`src/rtl/sgr_pkg.sv`:
```
// Shared types and state codes for the stream group reverser.
// No dependencies; compile first.
`default_nettype none

package sgr_pkg;

  localparam int unsigned ValueW = 32;
  localparam int unsigned GroupSizeW = 5;

  typedef logic [GroupSizeW-1:0] group_size_t;

  typedef struct packed {
    logic signed [ValueW-1:0] elem_value;
    logic                     final_elem;
  } in_item_t;

  typedef struct packed {
    logic signed [ValueW-1:0] out_value;
    logic                     run_last;
    logic                     list_end;
  } out_item_t;

  typedef enum logic [1:0] {
    S_IDLE = 2'b01,
    S_EMIT = 2'b10
  } ctrl_state_e;

  // controller -> datapath
  typedef struct packed {
    logic load;  // store the accepted element, set up emission if due
    logic step;  // read one buffer entry into the output register
  } dp_cmd_t;

  // datapath -> controller
  typedef struct packed {
    logic go_emit;    // the element at the input closes a group or the list
    logic last_step;  // one result left in the current group
    logic out_free;   // output register can take a new result this cycle
  } dp_status_t;

endpackage

`default_nettype wire

```
`src/rtl/sgr_datapath.sv`:
```
// Datapath of the stream group reverser: group buffer, counters,
// group size register and output register. Depends on sgr_pkg.
`default_nettype none

module sgr_datapath #(
  parameter int unsigned MAX_GROUP = 16
) (
  input  wire                  clk_i,
  input  wire                  rst_ni,
  input  wire                  cfg_valid_i,
  input  sgr_pkg::group_size_t cfg_data_i,
  input  sgr_pkg::in_item_t    in_data_i,
  input  sgr_pkg::dp_cmd_t     cmd_i,
  output sgr_pkg::dp_status_t  status_o,
  input  wire                  out_ready_i,
  output logic                 out_valid_o,
  output sgr_pkg::out_item_t   out_data_o
);
  import sgr_pkg::*;

  localparam int unsigned CntW  = $clog2(MAX_GROUP + 1);
  localparam int unsigned AddrW = (MAX_GROUP > 1) ? $clog2(MAX_GROUP) : 1;

  logic signed [ValueW-1:0] buf_mem [MAX_GROUP];

  group_size_t      group_size_q;
  logic [CntW-1:0]  fill_q, fill_d;
  logic [AddrW-1:0] idx_q;
  logic [CntW-1:0]  left_q;
  logic             rev_q;
  logic             fin_q;
  logic             out_valid_q;
  out_item_t        out_data_q;

  logic [CntW-1:0]  eff_size;
  logic [CntW-1:0]  held_cnt;
  logic             full_group;

  // group size zero acts as one, sizes beyond the buffer clamp to its depth
  always_comb begin
    if (group_size_q == '0) begin
      eff_size = CntW'(1);
    end else if (int'(group_size_q) > int'(MAX_GROUP)) begin
      eff_size = CntW'(MAX_GROUP);
    end else begin
      eff_size = CntW'(group_size_q);
    end
  end

  assign held_cnt   = fill_q + CntW'(1);
  assign full_group = (held_cnt >= eff_size);

  assign status_o.go_emit   = full_group || in_data_i.final_elem;
  assign status_o.last_step = (left_q == CntW'(1));
  assign status_o.out_free  = !out_valid_q || out_ready_i;

  always_comb begin
    fill_d = fill_q;
    if (cmd_i.load) begin
      fill_d = status_o.go_emit ? '0 : held_cnt;
    end
  end

  always_ff @(posedge clk_i or negedge rst_ni) begin
    if (!rst_ni) begin
      group_size_q <= group_size_t'(1);
      fill_q       <= '0;
      left_q       <= '0;
      out_valid_q  <= 1'b0;
    end else begin
      if (cfg_valid_i) begin
        group_size_q <= cfg_data_i;
      end
      fill_q <= fill_d;
      if (cmd_i.load && status_o.go_emit) begin
        left_q <= held_cnt;
      end else if (cmd_i.step) begin
        left_q <= left_q - CntW'(1);
      end
      if (cmd_i.step) begin
        out_valid_q <= 1'b1;
      end else if (out_ready_i) begin
        out_valid_q <= 1'b0;
      end
    end
  end

  // buffer write, registered read into the output register, walk pointers
  always_ff @(posedge clk_i) begin
    if (cmd_i.load) begin
      buf_mem[fill_q[AddrW-1:0]] <= in_data_i.elem_value;
      if (status_o.go_emit) begin
        rev_q <= full_group;
        fin_q <= in_data_i.final_elem;
        idx_q <= full_group ? fill_q[AddrW-1:0] : '0;
      end
    end
    if (cmd_i.step) begin
      out_data_q.out_value <= buf_mem[idx_q];
      out_data_q.run_last  <= status_o.last_step;
      out_data_q.list_end  <= status_o.last_step && fin_q;
      idx_q                <= rev_q ? (idx_q - AddrW'(1)) : (idx_q + AddrW'(1));
    end
  end

  assign out_valid_o = out_valid_q;
  assign out_data_o  = out_data_q;

endmodule

`default_nettype wire

```
`config.mk`:
```
export PLATFORM = sky130hd
export DESIGN_NAME = sgr_datapath
export DESIGN_NICKNAME = d
export VERILOG_FILES = /design/src/rtl/sgr_pkg.sv /design/src/rtl/sgr_datapath.sv
export SDC_FILE = /design/constraint.sdc
export NUM_CORES = 1
export LEC_CHECK = 0
export BUFFER_PORTS_ARGS = -buffer_cell sky130_fd_sc_hd__buf_2
export CORE_ASPECT_RATIO = 1.5
export CORE_UTILIZATION = 50
export CTS_CLUSTER_DIAMETER = 50
export CTS_CLUSTER_SIZE = 10
export DETAILED_ROUTE_END_ITERATION = 10
export PLACE_DENSITY_LB_ADDON = 0.25
export SLEW_MARGIN = 10
export SYNTH_ARGS = -nofsm -noshare
export SYNTH_HDL_FRONTEND = slang
export SYNTH_SLANG_ARGS = --single-unit
```
`constraint.sdc`:
```
create_clock -name clk_i -period 3 [get_ports clk_i]
set_input_delay 0.6 -clock clk_i [delete_from_list [all_inputs] [get_ports clk_i]]
set_output_delay 0.6 -clock clk_i [all_outputs]
set_load 0.01 [all_outputs]
```
After elaboration in Yosys (flattened, before gate mapping)
Memory sizes are Yosys's and may differ from the RTL's. A register that Yosys moved wholly into a read port is not among the register bits. Index checks and enable logic that the tools add are counted.

Bits in registers: 24. Bits in writable memories: 512. Output and inout bits: 38. Logic and storage cells: 43. Memories kept: 1.

Add/subtract/negate cells: 4. Order comparisons: 2. Equal/unequal tests: 1. Multiplexer cells: 14. Reductions and logical operators: 12.

Memories: buf_mem (words 16, width 32, read ports 1, clocked after Yosys merged registers in 1, wr ports 1, RTL line sgr_datapath.sv:24) `logic signed [ValueW-1:0] buf_mem [MAX_GROUP];`.

Operators by type and width (count): $mux 5 (5); $mux 4 (5); $reduce_bool 2->1 (4); $add 5x1->5 const B (1); $eq 5x1->1 const B (1); $ge 5x5->1 (1); $gt 5x5->1 const B (1); $logic_not 5->1 (1); $sub 5x1->5 const B (1); $add 4x1->4 const B (1); $mux 1 (4); $reduce_and 2->1 (2); $sub 4x1->4 const B (1); $logic_and 1x1->1 (2); $logic_or 1x1->1 (2); $logic_not 1->1 (1).

Depth between registers and ports, before layout
Depth after elaboration: 8. Mapped depth: 8. Depth with buffers taken out: 8.

Worst setup path before layout
No wires, ideal clock.

Path type: input-to-reg. Start point: in cmd_i[1] in the netlist's numbering. End point: mem buf_mem[11][0], enable pin. Arrival: 2.602 ns. Data required time: 2.579 ns. Slack: -0.023 ns. Stages: 4. Buffers on the path: 1. Path through: clkbuf_1 -> nor2b_1 -> nand2_1 -> nor2_1.

Word-level cells in the longest chain between the ends: 2.

Ends and longest elaborated chain: start, declared (RTL line sgr_datapath.sv:13) `input sgr_pkg::dp_cmd_t cmd_i,`; $mux 1 (RTL line sgr_datapath.sv:90) `if (cmd_i.load) begin`; $mux 1 (not written as such) (RTL line sgr_datapath.sv:91) `buf_mem[fill_q[AddrW-1:0]] <= in_data_i.elem_value;`; end, declared (RTL line sgr_datapath.sv:24).

No other way between the ends.

==> flow_summary.json <==
{
  "worst-endpoint-required_ns": 2.40,
  "boundaryPins": 82,
  "core_sq_mm": 0.0422,
  "finalHoldViolCount": 0,
  "totalPowerFinal_mw": 21.3,
  "rsz0062_at_grt": "true",
  "power_density_mw_per_mm2": 852,
  "ys_top_cells_by_area": "edfxtp_1 77%, mux4_2 13%, a22oi_1 2.2%",
  "setup-violations-final": 0,
  "synthFlopType": "edfxtp_1",
  "p_int_mw": 15.8,
  "first_iter_violations": 869,
  "drcViolationCount": 0,
  "crit_chain": "ha_4, nand3_4, xnor2_2, ha_1, a21o_1, nor2_2, o21ai_2, buf_2",
  "nets": 1167,
  "area_growth_pct": 15.8,
  "clock.fmax_mhz": 338,
  "worst_pin_slew_ns": 0.609,
  "start_kind": "flop",
  "utilization_pct": 59.1,
  "critPathKind": "reg2out",
  "clockBufferDepth": 3,
  "seqPwrFrac_pct": 45.8,
  "io_buffers": 81,
  "grt_max_degree": 73,
  "hp-class": "in2reg",
  "grt_overflow_total": 0,
  "gp_congestion": 0.773,
  "ys_ff_latch": 568,
  "endpoint_kind": "output pin",
  "dp_hpwl_mm": 23.6,
  "grt_pass1_vias": 10700,
  "avgViaCountPerCell": 5.94,
  "switching_share_pct": 25.9,
  "drive_gt1_share_pct": 32.9,
  "avgSynthCellArea_sq_um": 22.5,
  "crit_path_top_delay_cell": "dfrtp_1",
  "htreeDepth": 3,
  "postSynthCellCount": 960,
  "dr.pass1.iters": 7,
  "placed_area_sq_mm": 0.0230,
  "tns_ns": 0,
  "synth_edf_count": 552,
  "comb_power_share_pct": 20.9,
  "ff2ff_setup_slack_ns": 0.54,
  "ant_nets": 0,
  "worstReg2RegEnd": "idx_q[0]",
  "outcome": "complete, no violations",
  "grt_util_all_layers_pct": 21.6,
  "hold_ws_ns": 0.251,
  "p_leak_nw": 8.24,
  "wl_mm": 45.2,
  "clk_pin_slew_worst_paths_ns": 0.05,
  "stdcell_area_sq_mm": 0.0250,
  "ys_types": 38,
  "yosysTopAreaCell": "edfxtp_1",
  "ff2ff_path_depth": 8,
  "wl_per_cell_um": 26.8,
  "fin_skew_ns": 0.0120,
  "cts_root_buf": "clkbuf_16",
  "fin_crit_ns": 2.96,
  "ir_drop_v": 0.000574,
  "syn-num-nets": 1018,
  "worst-path-buf-inv": 1,
  "grt_pass1_wl_mm": 67.5,
  "die_x_um": 172,
  "cts_sinks": 568,
  "worstPathArrival_ns": 2.36,
  "cts_buffers": 67,
  "synth_area_sq_mm": 0.0216,
  "maxCapViolations": 0,
  "design.die.area_sq_mm": 0.0440,
  "p_sw_mw": 5.51,
  "slowest_delay_ns": 0.41,
  "die_y_um": 256,
  "synth.top_cell.area_share_pct": 76.9,
  "initial_core_util_pct": 51.0,
  "slew_viol_final": 0,
  "antenna_found_initial": 2,
  "worstReg2RegStart": "fill_q[0]",
  "rows": 92,
  "synth_async_sr_flop_share_pct": 2.82,
  "ys.warnings.count": 0,
  "max_slew_margin_pct": 59.4,
  "diodes": 0,
  "period_share_pct": 98.6,
  "path_delay_family": "adder cells",
  "synth-seq-area-share_pct": 78.8,
  "cp_max_fo": 5,
  "crit_cells": 8,
  "p_clk_share_pct": 33.3,
  "cts_tree": "built",
  "vias": 10000,
  "cp-endpoint": "status_o[2]",
  "crit_start": "fill_q[1]",
  "clkLatencyLatePin_ns": 0.57
}
[per-layer routing]
layer	wire length (um)	track usage, %
met1	17500	27.8
met2	24100	37.1
met3	2490	3.75
met4	1100	7.19
met5	23	0
[registers in the layout, summed over array words and instances, names as in the netlist]
name and cells:
group_size_q 5, rev_q 1, buf_mem 512, fill_q 5, out_valid_o 1, left_q 5
fin_q 1, out_data_o 34, idx_q 4
[area by class of cell]
class	count	area, sq um
fillers	2974	17300
flip-flops and latches	568	17000
multi-input cells	333	4380
clock buffers	76	1800
repair buffers	127	1000
well taps	564	706
clock inverters	4	51.3
inverters	12	45.0
[power groups by stage]
stage | sequential, mW | combinational, mW | clock (mW)
CTS | 9.74 | 4.51 | 7.21
detailed placement | 9.90 | 4.45 | 0
finish | 9.74 | 4.45 | 7.07
global route | 9.80 | 4.82 | 7.47
global placement | 9.88 | 4.40 | 0
floorplan | 9.93 | 2.81 | 0
[what timing repair did]
item | in CTS | in global routing
hold buffers | 1 | 0
pin swaps | 0 | 5
gates resized for setup | 8 | 3
endpoints found under the hold margin | 15 | 0
buffers inserted | 4 | 5
endpoints found under the setup margin | 1 | 1
[worst min-delay path by stage]
| stage | start | end | slack, ns | cells after the start |
|---|---|---|---|---|
| 2_1_floorplan | rst_ni | fill_q[0] | 0.30 | 0 |
| 3_3_place_gp | out_valid_o | out_valid_o | 0.49 | 2 |
| 3_5_place_dp | out_valid_o | out_valid_o | 0.52 | 2 |
| 4_1_cts | cfg_data_i[4] | group_size_q[4] | 0.23 | 3 |
| 5_1_grt | cfg_data_i[0] | group_size_q[0] | 0.26 | 2 |
| 6_report | cfg_data_i[4] | group_size_q[4] | 0.25 | 3 |
[through the flow]
stage,cells,worst slack (ns)
global placement,1594,0.310
finish,1684,0.0413
floorplan,960,-0.0235
detailed placement,1594,0.216
CTS,1679,0.0132
global route,1684,-0.0490
[cells in the mapped netlist (10+ instances only)]
library cell,number
a22oi_1,64
and2_1,10
buf_1,10
clkbuf_1,21
dfrtp_1,15
edfxtp_1,552
ha_1,13
inv_1,12
mux4_2,128
nand2_1,46
[cell families (layout without fill, tap and decap cells)]
family | Yosys count | in the layout | share of synthesized area [%]
xor gates and xnor gates | 11 | 11 | 0.447
adders and majority gates | 14 | 14 | 0.848
muxes | 137 | 137 | 13.8
and+or+nand+nor | 86 | 86 | 1.85
AOI/OAI and AO/OA | 85 | 85 | 2.87
buffers and inverters | 59 | 219 | 1.38
DFF | 568 | 568 | 78.8
[worst min-delay path, delay by kind of cell]
kind,cells,cell delay [ns]
AOI/OAI and AO/OA,1,0.06
buffers and inverters,1,0.07
and+or+nand+nor,1,0.04
[cells in the final DEF, fill, tap and decap left out, drive strengths merged, types with 8 or more instances in the layout]
cell type / n
mux2: 8
inv: 13
ha: 13
mux4: 128
nor2: 8
and3: 8
and2: 10
a22oi: 64
nand2: 46
buf: 126
clkbuf: 76
dfrtp: 15
edfxtp: 552
xnor2: 8
No activity file was read; power rests on OpenSTA's default activity.
